[src/rtl/stereo_chorus_delay_assert.svh]
// ---------------------------------------------------------------------------
// Stereo chorus delay: assertion macros
// Shared property macros for the chorus modules. They expect clk and rst_n
// in scope and compile to nothing when SYNTH is defined.
// ---------------------------------------------------------------------------
`ifndef STEREO_CHORUS_DELAY_ASSERT_SVH
`define STEREO_CHORUS_DELAY_ASSERT_SVH
`ifndef SYNTH
// Consequent must hold in the same cycle as the antecedent.
`define SCD_ASSERT_IMP(lbl, ante, cons, msg) \
  lbl: assert property (@(posedge clk) disable iff (!rst_n) (ante) |-> (cons)) \
    else $error(msg);
// Consequent must hold in the cycle after the antecedent.
`define SCD_ASSERT_NXT(lbl, ante, cons, msg) \
  lbl: assert property (@(posedge clk) disable iff (!rst_n) (ante) |=> (cons)) \
    else $error(msg);
`else
`define SCD_ASSERT_IMP(lbl, ante, cons, msg)
`define SCD_ASSERT_NXT(lbl, ante, cons, msg)
`endif
`endif

[src/rtl/scd_pkg.sv]
// ---------------------------------------------------------------------------
// Stereo chorus delay: package
// Widths, register indexes, reset values, sequencer types and the fixed
// point helpers shared by the chorus modules.
// ---------------------------------------------------------------------------
package scd_pkg;

  // Default delay line length in samples.
  localparam int DELAY_DEPTH_DEF = 4096;

  // Fixed data formats.
  localparam int SAMPLE_BITS     = 16;
  localparam int PHASE_BITS      = 24;
  localparam int SINE_TABLE_SIZE = 1024;
  localparam int TBL_W           = $clog2(SINE_TABLE_SIZE);
  localparam int SIN_FRAC_W      = TBL_W - 2;
  localparam int SIN_W           = 16;

  // Datapath widths: Q16 polynomial terms, multiplier operands and sums.
  localparam int X_W    = 17;
  localparam int MUL_W  = 18;
  localparam int PROD_W = 2 * MUL_W;
  localparam int ACC_W  = 38;
  localparam int U_W    = 17;

  // Configuration register widths.
  localparam int BASE_W     = 12;
  localparam int DEPTH_W    = 12;
  localparam int STEP_W     = 24;
  localparam int MIX_W      = 16;
  localparam int FB_W       = 15;
  localparam int CFG_IDX_W  = 3;
  localparam int CFG_DATA_W = 24;

  // Configuration register indexes.
  localparam logic [CFG_IDX_W-1:0] REG_BASE_DELAY    = CFG_IDX_W'(0);
  localparam logic [CFG_IDX_W-1:0] REG_MOD_DEPTH     = CFG_IDX_W'(1);
  localparam logic [CFG_IDX_W-1:0] REG_PHASE_STEP    = CFG_IDX_W'(2);
  localparam logic [CFG_IDX_W-1:0] REG_MIX_LEVEL     = CFG_IDX_W'(3);
  localparam logic [CFG_IDX_W-1:0] REG_FEEDBACK_GAIN = CFG_IDX_W'(4);

  // Register reset values.
  localparam logic [BASE_W-1:0]  BASE_DELAY_RST    = BASE_W'(336);
  localparam logic [DEPTH_W-1:0] MOD_DEPTH_RST     = DEPTH_W'(240);
  localparam logic [STEP_W-1:0]  PHASE_STEP_RST    = STEP_W'(140);
  localparam logic [MIX_W-1:0]   MIX_LEVEL_RST     = MIX_W'(22938);
  localparam logic [FB_W-1:0]    FEEDBACK_GAIN_RST = FB_W'(6554);

  // One third of an LFO cycle, rounded down.
  localparam logic [PHASE_BITS-1:0] PH_THIRD =
    PHASE_BITS'((64'd1 << PHASE_BITS) / 64'd3);

  typedef logic signed [SAMPLE_BITS-1:0] smp_t;

  // Top level sequencer.
  typedef enum logic [3:0] {
    ST_IDLE,
    ST_START,
    ST_LFO,
    ST_READ,
    ST_FB,
    ST_DRY,
    ST_WET,
    ST_WRITE,
    ST_OUT
  } scd_state_t;

  // Sine and tap delay sequencer.
  typedef enum logic [2:0] {
    SS_IDLE,
    SS_LOAD,
    SS_SQ,
    SS_T1,
    SS_T2,
    SS_Y,
    SS_DLY
  } scd_sine_st_t;

  // Which product the channel unit forms this cycle.
  typedef enum logic [1:0] {
    MS_FB,
    MS_DRY,
    MS_WET
  } scd_mul_sel_t;

  typedef struct packed {
    logic         en;
    scd_mul_sel_t sel;
  } scd_chan_ctl_t;

  // Q1.15 rounding, half up: floor((p + 16384) / 32768).
  function automatic logic signed [ACC_W-1:0] rnd_q15(input logic signed [ACC_W-1:0] p);
    return (p + $signed(ACC_W'(16384))) >>> 15;
  endfunction

  // Saturate a wide value to a signed sample.
  function automatic smp_t sat_smp(input logic signed [ACC_W-1:0] v);
    logic signed [ACC_W-1:0] hi;
    logic signed [ACC_W-1:0] lo;
    hi = $signed(ACC_W'((64'd1 << (SAMPLE_BITS - 1)) - 64'd1));
    lo = ~hi;
    if (v > hi) begin
      return hi[SAMPLE_BITS-1:0];
    end else if (v < lo) begin
      return lo[SAMPLE_BITS-1:0];
    end
    return v[SAMPLE_BITS-1:0];
  endfunction

endpackage

[src/rtl/scd_chan.sv]
// ---------------------------------------------------------------------------
// Stereo chorus delay: channel arithmetic
// Forms the feedback word for the delay line and the dry/wet mix for one
// channel, one product per step through a single multiplier.
// ---------------------------------------------------------------------------
module scd_chan import scd_pkg::*; (
  input  logic             clk,
  input  scd_chan_ctl_t    ctl,
  input  smp_t             smp_in,
  input  smp_t             delayed,
  input  logic [FB_W-1:0]  feedback_gain,
  input  logic [MIX_W-1:0] mix_level,
  output smp_t             wr_data,
  output smp_t             mix_out
);

  logic signed [ACC_W-1:0]  acc_r;
  smp_t                     fb_val_r;
  smp_t                     mix_r;

  logic signed [MUL_W-1:0]  mul_a;
  logic signed [MUL_W-1:0]  mul_b;
  logic signed [PROD_W-1:0] prod;
  logic signed [ACC_W-1:0]  prod_ext;
  logic signed [ACC_W-1:0]  in_ext;

  // Operand selection: feedback, dry weight, wet weight.
  always_comb begin
    case (ctl.sel)
      MS_FB: begin
        mul_a = $signed({{(MUL_W - SAMPLE_BITS){delayed[SAMPLE_BITS-1]}}, delayed});
        mul_b = $signed({{(MUL_W - FB_W){1'b0}}, feedback_gain});
      end
      MS_DRY: begin
        mul_a = $signed({{(MUL_W - SAMPLE_BITS){smp_in[SAMPLE_BITS-1]}}, smp_in});
        mul_b = $signed(MUL_W'(32768)) - $signed({{(MUL_W - MIX_W){1'b0}}, mix_level});
      end
      MS_WET: begin
        mul_a = $signed({{(MUL_W - SAMPLE_BITS){delayed[SAMPLE_BITS-1]}}, delayed});
        mul_b = $signed({{(MUL_W - MIX_W){1'b0}}, mix_level});
      end
      default: begin
        mul_a = '0;
        mul_b = '0;
      end
    endcase
    prod     = mul_a * mul_b;
    prod_ext = $signed({{(ACC_W - PROD_W){prod[PROD_W-1]}}, prod});
    in_ext   = $signed({{(ACC_W - SAMPLE_BITS){smp_in[SAMPLE_BITS-1]}}, smp_in});
  end

  // Result registers; the dry product waits in the accumulator for the wet one.
  always_ff @(posedge clk) begin
    if (ctl.en) begin
      case (ctl.sel)
        MS_FB:   fb_val_r <= sat_smp(in_ext + rnd_q15(prod_ext));
        MS_DRY:  acc_r    <= prod_ext;
        MS_WET:  mix_r    <= sat_smp(rnd_q15(acc_r + prod_ext));
        default: ;
      endcase
    end
  end

  assign wr_data = fb_val_r;
  assign mix_out = mix_r;

endmodule

[config.mk]
export PLATFORM = sky130hd
export DESIGN_NAME = scd_chan
export DESIGN_NICKNAME = d
export VERILOG_FILES = /design/src/rtl/stereo_chorus_delay_assert.svh /design/src/rtl/scd_pkg.sv /design/src/rtl/scd_chan.sv
export SDC_FILE = /design/constraint.sdc
export NUM_CORES = 1
export LEC_CHECK = 0
export ABC_AREA = 1
export BUFFER_PORTS_ARGS = -buffer_cell sky130_fd_sc_hd__buf_2
export CAP_MARGIN = 20
export CORE_MARGIN = 2
export CORE_UTILIZATION = 45
export CTS_CLUSTER_SIZE = 12
export DETAILED_ROUTE_END_ITERATION = 6
export PLACE_DENSITY = 0.61
export REMOVE_ABC_BUFFERS = 1
export SYNTH_ARGS = -nofsm -noshare
export SYNTH_HDL_FRONTEND = slang
export SYNTH_SLANG_ARGS = --single-unit
export TNS_END_PERCENT = 30
[constraint.sdc]
create_clock -name clk -period 14 [get_ports clk]
set_input_delay 2.1 -clock clk [delete_from_list [all_inputs] [get_ports clk]]
set_output_delay 2.1 -clock clk [all_outputs]
set_load 0.03 [all_outputs]
Word-level counts from Yosys, hierarchy flattened --
Index checks and enable logic that the tools add are counted.
Word-level totals: register bits 68, output and inout port bits 32, word-level logic and storage cells 36
Cells by class: add/sub/neg operators 5, multipliers 1, magnitude comparators 4, equality and inequality tests 2, muxes and demuxes 16, reductions and logical operators 5
Operator list (count):
- two-way mux 16 bit | 6
- one-hot mux 18 bit (3 select lines) | 1
- greater-than comparator 23 x 16 -> 1 bit (second input constant) | 2
- less-than comparator 23 x 16 -> 1 bit (second input constant) | 2
- adder 37 x 16 -> 38 bit (second input constant) | 1
- adder 36 x 16 -> 37 bit (second input constant) | 1
- adder 36 x 36 -> 37 bit | 1
- multiplier 18 x 18 -> 36 bit | 1
- one-hot mux 18 bit (2 select lines) | 1
- adder 16 x 22 -> 23 bit | 1
- subtractor 16 x 16 -> 17 bit (first input constant) | 1
- two-way mux 1 bit | 8
- AND reduction 2 bit | 3
- == test 2 x 1 -> 1 bit (second input constant) | 1
- == test 2 bit (second input constant) | 1
- zero test 2 bit | 1
- OR reduction 2 bit | 1

Logic depth before layout (Yosys ltp) --
word-level depth 12, gate-level depth with buffers 60, gate-level depth less buffers 59

Worst setup path after synthesis --
Ideal clock, no wire load.
kind input to register, start point input mix_level[1], end point register fb_val_r[10], in the netlist wr_data[10], data pin, arrival time 10.560 ns, slack 3.184 ns, cell stages on the path 51, buffers on the path 3, cells stage by stage inv_1 ha_1 nand4_1 nor2_1 nand2_1 nor3_2 nand3_1 nor2_1 inv_1 nor3_1 nor2_1 inv_1 buf_2 buf_2 nor2_1 fa_1 fa_1 fa_1 [... 15 more ...] nor2_1 nand2_1 xor2_1 inv_1 ha_1 a21oi_1 a21boi_0 nor2_1 nor2_1 nand2_1 nand2_1 nand2_1 xor2_1 nor2_1 nand4_1 nand2_1 buf_2 nand2_1
On the way: longest elaborated chain between the ends 11
Ends and longest elaborated chain:
- start, declared | line scd_chan.sv:12 | input logic [MIX_W-1:0] mix_level,
- subtractor 16 x 16 -> 17 bit | line scd_chan.sv:36 | mul_b = $signed(MUL_W'(32768)) - $signed({{(MUL_W - MIX_W){1'b0}}, mix_level});
- one-hot mux 18 bit (3 select lines) * | line scd_chan.sv:29 | case (ctl.sel)
- multiplier 18 x 18 -> 36 bit * | line scd_chan.sv:47 | prod = mul_a * mul_b;
- net prod[24] | line scd_chan.sv:23 | logic signed [PROD_W-1:0] prod;
- adder 36 x 16 -> 37 bit * | line scd_pkg.sv:93 | return (p + $signed(ACC_W'(16384))) >>> 15;
- adder 16 x 22 -> 23 bit * | line scd_chan.sv:56 | MS_FB: fb_val_r <= sat_smp(in_ext + rnd_q15(prod_ext));
- less-than comparator 23 x 16 -> 1 bit | line scd_pkg.sv:104 | end else if (v < lo) begin
- two-way mux 1 bit | line scd_pkg.sv:104
- two-way mux 1 bit | line scd_pkg.sv:102 | if (v > hi) begin
- two-way mux 1 bit | line scd_chan.sv:55 | case (ctl.sel)
- two-way mux 1 bit | line scd_chan.sv:54 | if (ctl.en) begin
- two-way mux 16 bit * | line scd_pkg.sv:107 | return v[SAMPLE_BITS-1:0];
- end signal, assigned | line scd_chan.sv:56
- end, declared | line scd_chan.sv:18 | smp_t fb_val_r;
The timed path passes the listed nets; every way through them passes the cells marked *. The select of a mux whose other input is x is not followed. A chain may end at the register's enable or synchronous reset.

Final worst setup path --
start point input mix_level[0], end point register fb_val_r[6], in the netlist wr_data[6], data pin
On the way: longest elaborated chain between the ends 11
Ends and longest elaborated chain (line):
- subtractor 16 x 16 -> 17 bit | scd_chan.sv:36
- one-hot mux 18 bit (3 select lines) * | scd_chan.sv:29
- multiplier 18 x 18 -> 36 bit * | scd_chan.sv:47
- adder 36 x 16 -> 37 bit * | scd_pkg.sv:93
- adder 16 x 22 -> 23 bit * | scd_chan.sv:56
- less-than comparator 23 x 16 -> 1 bit | scd_pkg.sv:104
- two-way mux 1 bit | scd_pkg.sv:104
- two-way mux 1 bit | scd_pkg.sv:102
- two-way mux 1 bit | scd_chan.sv:55
- two-way mux 1 bit | scd_chan.sv:54
- two-way mux 16 bit * | scd_pkg.sv:107
Mark *: on every way between the ends. The rest lies on a longest branch, timed or not. The select of a mux whose other input is x is not followed.

==> impl_metrics.tcl <==
set metrics [dict create \
    seq_area_frac_synth_pct 10.3 \
    clk_latency_ns 0.34 \
    regArea_um2 2040 \
    vias_per_cell 5.18 \
    final_util_pct 49.4 \
    worst_r2r_startpoint "acc_r[18]" \
    stdcell_area_um2 21400 \
    worstSetupStartpoint "mix_level[0]" \
    status "complete, but fails checks" \
    cts_max_path_buffers 2 \
    cp_max_fo 29 \
    critPathMaxStageDelay_ns 0.78 \
    clockRootBuffer "clkbuf_16" \
    dpl.hpwl_um 53800 \
    hp-start "acc_r[15]" \
    dieWidth_um 214 \
    place.gp.congestion 0.981 \
    synth_edf_count 68 \
    grt_pass1_wl_um 98500 \
    synth_top_flop_cell "edfxtp_1" \
    drive_gt1_share_pct 7.37 \
    drv_slew 0 \
    vias 17400 \
    drc_errors 2 \
    cts_buffers 9 \
    arrival_ns 13.25 \
    antenna_found_initial 0 \
    ctsHoldBuffers 0 \
    cts.htree.levels 3 \
    cts_resized 0 \
    clk_pin_slew_worst_paths_ns 0.06 \
    endpoint_kind "flip-flop" \
    relSlewSlack_pct 33.2 \
    max_freq_ghz 0.0766 \
    post-cts-setup-buffers 0 \
    area_growth_pct 7.77 \
    clock-sinks 68 \
    overflow 0 \
    crit_top_cell "nand2_1" \
    rsz0062_at_grt "no" \
    wirelength_um 61700 \
    grt_pass1_vias 18200 \
    rows 76 \
    skew_ns 0.00920 \
    yosys_warnings 0 \
    diodes 0 \
    crit_type "in -> reg" \
    start_util_pct 45.8 \
    synth.most_common_cell "inv_1" \
    period_share_pct 93.3 \
    finalSetupViolCount 0 \
    crit_path_start_kind "input port" \
    fin_nets 3341 \
    max-cap-violations 0 \
    crit_slowest_cell "inv_1" \
    hold_viol 0 \
    grt_max_degree 32 \
    die_h_um 214 \
    synth.distinct_cells 52 \
    synthesis.instances 2679 \
    nFillCells 4415 \
    netlist_area_um2 19800 \
    grt_usage_pct 27.8 \
    tns_ns 0 \
    worst_pin_slew_ns 1.00 \
    ys_top_cells_by_count "inv_1, nand2_1, nor2_1" \
    io_buffers 98 \
    violations "design-rule violations" \
    synth_area_leaders "fa_1, inv_1, ha_1, nand2_1, edfxtp_1" \
    cts_tree "yes" \
    die_area_um2 45800 \
    wire_per_inst_um 18.3 \
    dr.first_iter.drc_count 1241 \
    synth_largest_area_cell "fa_1" \
    design.core.area_um2 43300 \
    ys_async_sr_fraction_pct 0 \
    critPathRequiredTime_ns 14.19 \
    first_pass_iters 7 \
    ys_ff_latch 68 \
    design.portCount 99 \
    ant_nets 0 \
    netlist.area_leader.share_pct 31.1 \
    finalCriticalPeriod_ns 13.06 \
    hold_path_class "reg -> reg" \
    dpl_cell_area_um2 21100 \
    avgSynthCellArea_um2 7.40 \
    multiInputGateArea_um2 15000 \
]
==> per-layer routing <==
layer  wire length [um]  GRT usage (%)
met1              26400           36.8
met2              27900           44.9
met3               4850           5.61
met4               2550           10.3
met5                  0              0
==> worst max-delay path, delay by kind of cell <==
kind	cells	cell delay (ns)
AO/OA/AOI/OAI	3	1.11
buffers and inverters	6	1.13
AND/OR/NAND/NOR	27	4.07
adder cells (fa/ha/maj)	9	4.18
XOR/XNOR	2	0.63
==> flip-flops by register name, summed over array words and instances (netlist names) <==
name,flops
acc_r,36
mix_out,16
wr_data,16
==> kinds of logic after synthesis <==
kind of cell	after synthesis	synth area share, %
adder cells (fa/ha/maj)	496	42.9
buffers and inverters	732	14.1
flip-flops	68	10.3
XOR/XNOR	78	3.56
AND/OR/NAND/NOR	1100	23.1
AO/OA/AOI/OAI	205	5.97
==> placed cells by master, fill, tap and decap left out, drive strengths merged, types with 4 or more instances in the layout <==
master / Yosys / final
inv: 687 / 687
nand2: 618 / 618
nor2: 318 / 318
fa: 308 / 308
ha: 188 / 188
buf: 14 / 129
nand3: 93 / 93
a21oi: 91 / 91
edfxtp: 68 / 68
xor2: 56 / 56
o21ai: 50 / 50
nand4: 25 / 25
nor3: 25 / 25
xnor2: 22 / 22
o22ai: 19 / 19
o21bai: 13 / 13
a21o: 11 / 11
clkbuf: 27 / 11
a31oi: 6 / 6
clkinv: 4 / 6
and3: 5 / 5
nand3b: 4 / 4
nor4: 4 / 4
a21boi: 4 / 4
and2: 4 / 4
==> worst paths after layout <==
kind | end | slack (ns) | cells after the start
hold / removal | mix_out[0] | 1.06 | 5
setup reg to reg | mix_out[4] | 10.92 | 16
setup / recovery | wr_data[6] | 0.94 | 47
hold reg to reg | mix_out[0] | 1.06 | 5
==> per-stage QoR <==
stage                     hold WS [ns]  std cells  setup WS (ns)
after global placement            1.03       3352          0.679
final                             1.06       3367          0.944
after global routing              1.09       3367        0.00786
after detailed placement          1.03       3352          0.674
after floorplan                  0.913       2638           3.03
after CTS                         1.05       3367           1.01
==> layout make-up <==
| type | count | area share [%] |
|---|---|---|
| timing repair buffer | 129 | 3.38 |
| clock inverter | 4 | 0.240 |
| multi-input combinational | 1879 | 70.2 |
| clock buffer | 11 | 1.09 |
| tap | 585 | 3.42 |
| inverter | 691 | 12.1 |
| sequential | 68 | 9.55 |
Power is not shown: default switching activity piles up to over one toggle a cycle in this logic, so the estimate is an artifact.
