`src/rtl/stereo_chorus_delay_assert.svh`:
```
// ---------------------------------------------------------------------------
// Stereo chorus delay: assertion macros
// Shared property macros for the chorus modules. They expect clk and rst_n
// in scope and compile to nothing when SYNTH is defined.
// ---------------------------------------------------------------------------
`ifndef STEREO_CHORUS_DELAY_ASSERT_SVH
`define STEREO_CHORUS_DELAY_ASSERT_SVH
`ifndef SYNTH
// Consequent must hold in the same cycle as the antecedent.
`define SCD_ASSERT_IMP(lbl, ante, cons, msg) \
  lbl: assert property (@(posedge clk) disable iff (!rst_n) (ante) |-> (cons)) \
    else $error(msg);
// Consequent must hold in the cycle after the antecedent.
`define SCD_ASSERT_NXT(lbl, ante, cons, msg) \
  lbl: assert property (@(posedge clk) disable iff (!rst_n) (ante) |=> (cons)) \
    else $error(msg);
`else
`define SCD_ASSERT_IMP(lbl, ante, cons, msg)
`define SCD_ASSERT_NXT(lbl, ante, cons, msg)
`endif
`endif

```
`src/rtl/scd_pkg.sv`:
```
// ---------------------------------------------------------------------------
// Stereo chorus delay: package
// Widths, register indexes, reset values, sequencer types and the fixed
// point helpers shared by the chorus modules.
// ---------------------------------------------------------------------------
package scd_pkg;

  // Default delay line length in samples.
  localparam int DELAY_DEPTH_DEF = 4096;

  // Fixed data formats.
  localparam int SAMPLE_BITS     = 16;
  localparam int PHASE_BITS      = 24;
  localparam int SINE_TABLE_SIZE = 1024;
  localparam int TBL_W           = $clog2(SINE_TABLE_SIZE);
  localparam int SIN_FRAC_W      = TBL_W - 2;
  localparam int SIN_W           = 16;

  // Datapath widths: Q16 polynomial terms, multiplier operands and sums.
  localparam int X_W    = 17;
  localparam int MUL_W  = 18;
  localparam int PROD_W = 2 * MUL_W;
  localparam int ACC_W  = 38;
  localparam int U_W    = 17;

  // Configuration register widths.
  localparam int BASE_W     = 12;
  localparam int DEPTH_W    = 12;
  localparam int STEP_W     = 24;
  localparam int MIX_W      = 16;
  localparam int FB_W       = 15;
  localparam int CFG_IDX_W  = 3;
  localparam int CFG_DATA_W = 24;

  // Configuration register indexes.
  localparam logic [CFG_IDX_W-1:0] REG_BASE_DELAY    = CFG_IDX_W'(0);
  localparam logic [CFG_IDX_W-1:0] REG_MOD_DEPTH     = CFG_IDX_W'(1);
  localparam logic [CFG_IDX_W-1:0] REG_PHASE_STEP    = CFG_IDX_W'(2);
  localparam logic [CFG_IDX_W-1:0] REG_MIX_LEVEL     = CFG_IDX_W'(3);
  localparam logic [CFG_IDX_W-1:0] REG_FEEDBACK_GAIN = CFG_IDX_W'(4);

  // Register reset values.
  localparam logic [BASE_W-1:0]  BASE_DELAY_RST    = BASE_W'(336);
  localparam logic [DEPTH_W-1:0] MOD_DEPTH_RST     = DEPTH_W'(240);
  localparam logic [STEP_W-1:0]  PHASE_STEP_RST    = STEP_W'(140);
  localparam logic [MIX_W-1:0]   MIX_LEVEL_RST     = MIX_W'(22938);
  localparam logic [FB_W-1:0]    FEEDBACK_GAIN_RST = FB_W'(6554);

  // One third of an LFO cycle, rounded down.
  localparam logic [PHASE_BITS-1:0] PH_THIRD =
    PHASE_BITS'((64'd1 << PHASE_BITS) / 64'd3);

  typedef logic signed [SAMPLE_BITS-1:0] smp_t;

  // Top level sequencer.
  typedef enum logic [3:0] {
    ST_IDLE,
    ST_START,
    ST_LFO,
    ST_READ,
    ST_FB,
    ST_DRY,
    ST_WET,
    ST_WRITE,
    ST_OUT
  } scd_state_t;

  // Sine and tap delay sequencer.
  typedef enum logic [2:0] {
    SS_IDLE,
    SS_LOAD,
    SS_SQ,
    SS_T1,
    SS_T2,
    SS_Y,
    SS_DLY
  } scd_sine_st_t;

  // Which product the channel unit forms this cycle.
  typedef enum logic [1:0] {
    MS_FB,
    MS_DRY,
    MS_WET
  } scd_mul_sel_t;

  typedef struct packed {
    logic         en;
    scd_mul_sel_t sel;
  } scd_chan_ctl_t;

  // Q1.15 rounding, half up: floor((p + 16384) / 32768).
  function automatic logic signed [ACC_W-1:0] rnd_q15(input logic signed [ACC_W-1:0] p);
    return (p + $signed(ACC_W'(16384))) >>> 15;
  endfunction

  // Saturate a wide value to a signed sample.
  function automatic smp_t sat_smp(input logic signed [ACC_W-1:0] v);
    logic signed [ACC_W-1:0] hi;
    logic signed [ACC_W-1:0] lo;
    hi = $signed(ACC_W'((64'd1 << (SAMPLE_BITS - 1)) - 64'd1));
    lo = ~hi;
    if (v > hi) begin
      return hi[SAMPLE_BITS-1:0];
    end else if (v < lo) begin
      return lo[SAMPLE_BITS-1:0];
    end
    return v[SAMPLE_BITS-1:0];
  endfunction

endpackage

```
`src/rtl/scd_sine.sv`:
```
// ---------------------------------------------------------------------------
// Stereo chorus delay: LFO sine and tap delay unit
// Evaluates the Q1.15 sine polynomial for the left and right tap phases
// with one shared multiplier, then turns each into a clamped tap delay.
// ---------------------------------------------------------------------------
module scd_sine import scd_pkg::*; #(
  parameter int  DELAY_DEPTH = DELAY_DEPTH_DEF,
  localparam int AW          = $clog2(DELAY_DEPTH)
) (
  input  logic                  clk,
  input  logic                  rst_n,
  input  logic                  start,
  input  logic [PHASE_BITS-1:0] phase,
  input  logic [BASE_W-1:0]     base_delay,
  input  logic [DEPTH_W-1:0]    mod_depth,
  output logic                  done,
  output logic [AW-1:0]         dly_left,
  output logic [AW-1:0]         dly_right
);

  scd_sine_st_t state_r, state_nxt;
  logic         tap_r, tap_nxt;

  logic [X_W-1:0]              x_r;
  logic                        neg_r;
  logic [X_W-1:0]              x2_r;
  logic [X_W-1:0]              t_r;
  logic signed [SIN_W-1:0]     s_r;
  logic [AW-1:0]               dly_left_r;
  logic [AW-1:0]               dly_right_r;

  logic [PHASE_BITS-1:0]       tap_phase;
  logic [TBL_W-1:0]            k;
  logic [X_W-1:0]              x_frac;
  logic [X_W-1:0]              x_load;
  logic signed [MUL_W-1:0]     mul_a;
  logic signed [MUL_W-1:0]     mul_b;
  logic signed [PROD_W-1:0]    prod;
  logic [X_W-1:0]              ph;
  logic [X_W-1:0]              y_rnd;
  logic [SIN_W-2:0]            sin_mag;
  logic signed [SIN_W-1:0]     s_calc;
  logic signed [ACC_W-1:0]     d_sum;
  logic [U_W-1:0]              u;
  logic [AW-1:0]               dly_calc;

  // Sequencer: six steps per tap, left tap first.
  always_ff @(posedge clk) begin
    if (!rst_n) begin
      state_r <= SS_IDLE;
      tap_r   <= 1'b0;
    end else begin
      state_r <= state_nxt;
      tap_r   <= tap_nxt;
    end
  end

  always_comb begin
    state_nxt = state_r;
    tap_nxt   = tap_r;
    done      = 1'b0;
    case (state_r)
      SS_IDLE: begin
        if (start) begin
          state_nxt = SS_LOAD;
          tap_nxt   = 1'b0;
        end
      end
      SS_LOAD: state_nxt = SS_SQ;
      SS_SQ:   state_nxt = SS_T1;
      SS_T1:   state_nxt = SS_T2;
      SS_T2:   state_nxt = SS_Y;
      SS_Y:    state_nxt = SS_DLY;
      SS_DLY: begin
        if (tap_r) begin
          state_nxt = SS_IDLE;
          done      = 1'b1;
        end else begin
          state_nxt = SS_LOAD;
          tap_nxt   = 1'b1;
        end
      end
      default: state_nxt = SS_IDLE;
    endcase
  end

  // Table index and quadrant of the current tap; odd quadrants run backwards.
  always_comb begin
    tap_phase = tap_r ? tap_phase_sum(phase) : phase;
    k         = tap_phase[PHASE_BITS-1 -: TBL_W];
    x_frac    = X_W'({k[SIN_FRAC_W-1:0], {(16 - SIN_FRAC_W){1'b0}}});
    x_load    = k[TBL_W-2] ? (X_W'(65536) - x_frac) : x_frac;
  end

  function automatic logic [PHASE_BITS-1:0] tap_phase_sum(input logic [PHASE_BITS-1:0] p);
    return p + PH_THIRD;
  endfunction

  // Shared multiplier operand selection.
  always_comb begin
    mul_a = '0;
    mul_b = '0;
    case (state_r)
      SS_SQ: begin
        mul_a = $signed({1'b0, x_r});
        mul_b = $signed({1'b0, x_r});
      end
      SS_T1: begin
        mul_a = $signed(MUL_W'(4640));
        mul_b = $signed({1'b0, x2_r});
      end
      SS_T2: begin
        mul_a = $signed({1'b0, x2_r});
        mul_b = $signed({1'b0, t_r});
      end
      SS_Y: begin
        mul_a = $signed({1'b0, x_r});
        mul_b = $signed({1'b0, t_r});
      end
      SS_DLY: begin
        mul_a = $signed({{(MUL_W - SIN_W){s_r[SIN_W-1]}}, s_r});
        mul_b = $signed({{(MUL_W - DEPTH_W){1'b0}}, mod_depth});
      end
      default: begin
        mul_a = '0;
        mul_b = '0;
      end
    endcase
    prod = mul_a * mul_b;
    ph   = prod[16 +: X_W];
  end

  // Sine value: round to Q1.15, cap, and negate in the lower half cycle.
  always_comb begin
    y_rnd = X_W'(({1'b0, ph} + (X_W + 1)'(1)) >> 1);
    if (y_rnd > X_W'(32767)) begin
      sin_mag = '1;
    end else begin
      sin_mag = y_rnd[SIN_W-2:0];
    end
    s_calc = neg_r ? -$signed({1'b0, sin_mag}) : $signed({1'b0, sin_mag});
  end

  // Tap delay: base plus swing, negative gives zero, clamped to the line.
  always_comb begin
    d_sum = $signed({{(ACC_W - BASE_W - 15){1'b0}}, base_delay, 15'b0})
          + $signed({{(ACC_W - PROD_W){prod[PROD_W-1]}}, prod});
    if (d_sum[ACC_W-1]) begin
      u = '0;
    end else begin
      u = d_sum[15 +: U_W];
    end
    if (u > U_W'(DELAY_DEPTH - 1)) begin
      u = U_W'(DELAY_DEPTH - 1);
    end
    dly_calc = u[AW-1:0];
  end

  // Datapath registers, one multiply per step after the load.
  always_ff @(posedge clk) begin
    case (state_r)
      SS_LOAD: begin
        x_r   <= x_load;
        neg_r <= k[TBL_W-1];
      end
      SS_SQ:  x2_r <= ph;
      SS_T1:  t_r  <= X_W'(42047) - ph;
      SS_T2:  t_r  <= X_W'(102944) - ph;
      SS_Y:   s_r  <= s_calc;
      SS_DLY: begin
        if (tap_r) begin
          dly_right_r <= dly_calc;
        end else begin
          dly_left_r <= dly_calc;
        end
      end
      default: ;
    endcase
  end

  assign dly_left  = dly_left_r;
  assign dly_right = dly_right_r;

endmodule

```
`config.mk`:
```
export PLATFORM = sky130hd
export DESIGN_NAME = scd_sine
export DESIGN_NICKNAME = d
export VERILOG_FILES = /design/src/rtl/stereo_chorus_delay_assert.svh /design/src/rtl/scd_pkg.sv /design/src/rtl/scd_sine.sv
export SDC_FILE = /design/constraint.sdc
export NUM_CORES = 1
export LEC_CHECK = 0
export ABC_AREA = 1
export BUFFER_PORTS_ARGS = -buffer_cell sky130_fd_sc_hd__buf_2
export CAP_MARGIN = 20
export CORE_MARGIN = 10
export CORE_UTILIZATION = 70
export DETAILED_ROUTE_END_ITERATION = 10
export PLACE_DENSITY = 0.95
export SYNTH_ARGS = -nofsm -noshare
export SYNTH_HDL_FRONTEND = slang
export SYNTH_SLANG_ARGS = --single-unit
```
`constraint.sdc`:
```
create_clock -name clk -period 26.2 [get_ports clk]
set_clock_uncertainty 0.05 [all_clocks]
set_input_delay 2.62 -clock clk [delete_from_list [all_inputs] [get_ports clk]]
set_output_delay 2.62 -clock clk [all_outputs]
set_load 0.01 [all_outputs]
```
Word level (Yosys, flattened, before mapping)
Index checks and enable logic that the tools add are counted.
Cells by class
  add/subtract/negate cells: 7
  multipliers: 1
  $lt $le $gt $ge: 2
  equality and inequality tests: 7
  mux-type cells: 16
  bitwise operators: 1
  reduce and logical (&&, ||, !) cells: 8
Operators with widths (count)
  $pmux W18 S4: 1
  $pmux W17 S4: 1
  $add A28 B36 Y37: 1
  $mul A18 B18 Y36: 1
  $pmux W17 S2: 1
  $mux W15: 2
  $add A24 B23 Y24 const B: 1
  $mux W24: 1
  $pmux W3 S7: 1
  $add A17 B1 Y18 const B: 1
  $gt A17 B12 Y1 const B: 1
  $gt A17 B15 Y1 const B: 1
  $mux W17: 1
  $sub A16 B17 Y17 const A: 1
  $sub A17 B16 Y17 const A: 1
  $sub A17 B17 Y17 const A: 1
  $mux W16: 1
  $neg A15 Y16: 1
  $mux W12: 1
  $eq A3 B3 Y1 const B: 3
  $eq A3 B2 Y1 const B: 2
  $reduce_and A2 Y1: 3
  $mux W1: 4
  $reduce_bool A2 Y1: 2
  other kinds (7): 8
Storage, ports and cells
  register bits after elaboration: 96
  input bits: 51
  output and inout port bits: 25
  logic and storage cells: 53

Logic depth before layout (Yosys ltp)
  depth in word-level cells: 9
  depth in mapped cells: 50
  mapped depth without buffers: 49

Worst setup path before layout
Ideal clock, no wire load.
  path kind: input to register
  start point: input port mod_depth[7]
  end point: register dly_left_r[10] (netlist: dly_left[10]), data pin
  setup time: 258 ps
  data arrival time: 10054 ps
  data required time: 25892 ps
  slack: 15838 ps
  stages: 40
  buffers on the path: 1
  cells stage by stage: inv_1 > nor2_1 > a221oi_2 > clkinv_1 > nand2_1 > inv_1 > fa_1 > inv_1 > fa_1 > fa_1 > fa_1 > inv_1 > fa_1 > inv_1 > fa_1 > inv_1 > ha_1 > nand2_1 > [4 not listed] > nand2_1 > xor2_1 > ha_1 > inv_1 > fa_1 > o21ai_0 > a21oi_1 > inv_1 > a21oi_1 > o21bai_1 > a21oi_1 > o21ai_0 > nand2_1 > xor2_1 > nand3_1 > clkbuf_1 > o21ai_0 > inv_1
Between the ends
  cells in the longest elaborated chain, start to end: 6
RTL lines
  start, declared: line scd_sine.sv:15  | input logic [DEPTH_W-1:0] mod_depth,
  $pmux W17 S4 (*): line scd_sine.sv:103  | case (state_r)
  $mul A18 B18 Y36 (*): line scd_sine.sv:129  | prod = mul_a * mul_b;
  $add A28 B36 Y37 (*): line scd_sine.sv:147  | + $signed({{(ACC_W - PROD_W){prod[PROD_W-1]}}, prod});
  $mux W17 (*): line scd_sine.sv:148  | if (d_sum[ACC_W-1]) begin
  $gt A17 B12 Y1: line scd_sine.sv:153  | if (u > U_W'(DELAY_DEPTH - 1)) begin
  $mux W12 (*): line scd_sine.sv:153
  via u[10]: line scd_sine.sv:44  | logic [U_W-1:0] u;
  end signal, assigned: line scd_sine.sv:174  | dly_left_r <= dly_calc;
  end, declared: line scd_sine.sv:29  | logic [AW-1:0] dly_left_r;
The timed path passes the listed nets; every way through them passes the cells marked *.
A chain may end at the register's enable or synchronous reset.

Worst setup path in the final report
  start point: input port mod_depth[7]
  end point: register dly_right_r[0] (netlist: dly_right[0]), data pin
Between the ends
  cells in the longest elaborated chain, start to end: 6
RTL lines
  $pmux W17 S4 (*): line scd_sine.sv:103
  $mul A18 B18 Y36 (*): line scd_sine.sv:129
  via prod[16]: line scd_sine.sv:38  | logic signed [PROD_W-1:0] prod;
  $add A28 B36 Y37 (*): line scd_sine.sv:147
  $mux W17 (*): line scd_sine.sv:148
  $gt A17 B12 Y1: line scd_sine.sv:153
  $mux W12 (*): line scd_sine.sv:153
  via u[0]: line scd_sine.sv:44
  end signal, assigned: line scd_sine.sv:172  | dly_right_r <= dly_calc;
  end, declared: line scd_sine.sv:30  | logic [AW-1:0] dly_right_r;
Marks and branches as above.

==> run summary <==
Via Count: 16000
GR Util All Layers: 33.3%
R2r setup slk: 14.68 ns
GR Util met3: 7.77%
Crit-path max FO: 12
Core ar.: 26000 um2
Synth Cell Area: 18400 um2
Hold Fails Final Rpt: 0
Largest net degree at the start of global routing: 28
Share of the synthesized area in the top cell type: 33.7%
Num CTS Buffers: 9
GR Overflow Total: 0
Library cells used by synthesis: 48
Post-DR wirelength/cell: 19.1 um
Post_cts resized: 0
CP arrival: 11.82 ns
Hold WC Path Type: reg2reg
Final max-slew violation count: 0
Routed WL: 54000 um
Vias/cell: 5.69
Top Usage Layer GRT: met2
Register area share after synthesis: 14.1%
Status: finished, final reports clean
Yosys warning count: 0
Crit. End Element: flip-flop
CTS tree: yes
Prevailing post-synth register cell: edfxtp_1
Least-Margin Pin Slew: 1.18 ns
Static leakage: 10.9 nW
Reg2reg path depth: 41
Final period util: 44.9%
Vias in the first global route: 17200
I/O Pins: 76
Worst Setup SP: mod_depth[7]
Worst-path clk slew: 0.07 ns
First-pass GRT wire length: 88500 um
Final Critical Period: 11.77 ns
Setup ws final: 14.43 ns
RSZ-0062 raised after global routing: false
Die W: 182 um
Port buffer count: 75
F_max: 84.9 MHz
Row cnt: 59
Synth Area per Inst: 7.67 um2
Fraction of layout cells with a size suffix above 1: 8.20%
Worst r2r dst: dly_right[0]
Post-Place Setup Slack: 14.36 ns
Antenna violations before repair: 2
Top-count cell post-synth: inv_1
Placer Congestion: 1.04
H-tree depth: 3
Syn Inst Count: 2400
Slowest-stage cell, CP: a221oi_2
Iter 0 DRT Violations: 1514
Synth-to-Final Area Change: 6.37%
Postcts setup bufs: 0
Met2 usage: 54.5%
Max-slew headroom: 21.5%
CP peak stage delay: 0.64 ns
CP Data Required Time: 26.25 ns
Starting Density: 70.9%
DR DRC count: 0
Die H: 182 um
Seq cells post-synth: 88
Fillers: 1867
Clk root buf: clkbuf_16
Synth async-reset ratio: 0%
Worst r2r src: state_r[2]
Routed Antenna Nets: 0
# Max-Cap Violations: 0
Longest Clk Path Bufs: 2
PD cells: 32.0 nW/um2
Drt pass-1 iters: 6
Post-synth EDFFs: 84
Die area: 33200 um2
N_diodes: 0
Worst-Skew Late Latency: 0.35 ns
Dpl hpwl: 45400 um
Most area-consuming cells after synthesis: fa_1 (34%), inv_1 (15%), edfxtp_1 (14%), nand2_1 (11%), ha_1 (7.1%)
Worst VDD drop: 0.0504 mV
Clock sinks: 88
Met1 Usage GRT: 40.7%
Nets: 2948
Synth area leader: fa_1
Cts hold-fix bufs: 0
Most frequent CP cell: inv_1
CP Class: in2reg
Commonest cells post-synth: inv_1 (713), nand2_1 (532), fa_1 (310), nor2_1 (204), ha_1 (105)
Setup crit end: dly_right[0]
Core Util, Final: 75.4%
Setup Viol. Count Final: 0
Worst setup SP type: primary input
TNS Setup: 0 ns
[metal layers]
metal / wire, um / vias to the layer above / part of all wire (%)
met5: 37 / - / 0.069
met4: 2980 / 4 / 5.5
met3: 6090 / 240 / 11
met2: 25600 / 1004 / 48
met1: 19200 / 7659 / 36
li1: - / 7140 / -
[layout by cell type, fill, tap and decap left out, drive strengths merged, types with 4 or more instances in the layout]
cell / n
conb: 11
nand2: 561
nand3: 70
clkbuf: 10
nand3b: 7
fa: 310
clkinv: 13
o21ai: 52
a221oi: 10
ha: 105
nor3: 14
o22ai: 9
a21oi: 65
nand4: 16
a31oi: 4
xor2: 55
edfxtp: 84
a22o: 7
inv: 726
xnor2: 12
nor2: 226
buf: 101
dfxtp: 4
[logic make-up after synthesis]
| logic type | Yosys count | synth area share, % |
|---|---|---|
| flip-flops | 88 | 14.1 |
| other | 2 | 0.0408 |
| XOR/XNOR | 67 | 3.19 |
| buffers and inverters | 773 | 15.8 |
| AO/OA/AOI/OAI | 158 | 5.14 |
| AND/OR/NAND/NOR | 897 | 20.9 |
| adder cells (fa/ha/maj) | 415 | 40.8 |
[registers in the layout (all words and copies together), names as in the netlist]
| name | flops |
|---|---|
| x2_r | 17 |
| s_r | 16 |
| x_r | 9 |
| neg_r | 1 |
| state_r | 3 |
| dly_left | 12 |
| t_r | 17 |
| dly_right | 12 |
| tap_r | 1 |
[how the worst min path moves through the flow]
stage / cells after the start / slack, ns / endpoint / from
finish: 2 / 0.55 / state_r[1] / state_r[0]
detailed placement: 2 / 0.51 / state_r[1] / state_r[0]
global route: 2 / 0.59 / state_r[1] / state_r[0]
CTS: 2 / 0.53 / state_r[1] / state_r[0]
floorplan: 2 / 0.46 / state_r[1] / state_r[0]
global placement: 2 / 0.49 / state_r[1] / state_r[0]
[critical path: cells and delay by family]
kind / cells / cell delay, ns
fa+ha+maj: 8 / 3.95
compound gates: 10 / 2.52
simple gates: 10 / 1.45
buf+inv: 11 / 1.27
[per-stage QoR]
stage          cell area (um2)  total power, W  instances  hold WS (ns)
2_1_floorplan            18500        0.000399       2409         0.464
3_3_place_gp             19300        0.000473       2805         0.487
3_5_place_dp             19300        0.000485       2805         0.513
4_1_cts                  19600        0.000616       2821         0.526
5_1_grt                  19600        0.000666       2822         0.585
6_report                 19600        0.000627       2822         0.549
[power by group]
part	leakage [nW]	internal [W]	switching, W
Clock	0.144	0.0000676	0.0000635
Sequential	0.795	0.000182	0.00000395
Combinational	9.92	0.0000965	0.000213
[final cells by class]
cell class,instances,area (um2),area share (%)
clock buffer,9,225,1.15
sequential,88,2600,13.3
inverter,733,2750,14.0
timing repair buffer,102,578,2.95
clock inverter,7,75.1,0.383
tap,335,419,2.14
multi-input combinational,1548,12900,66.0
Power figures use the tool's default switching activity.
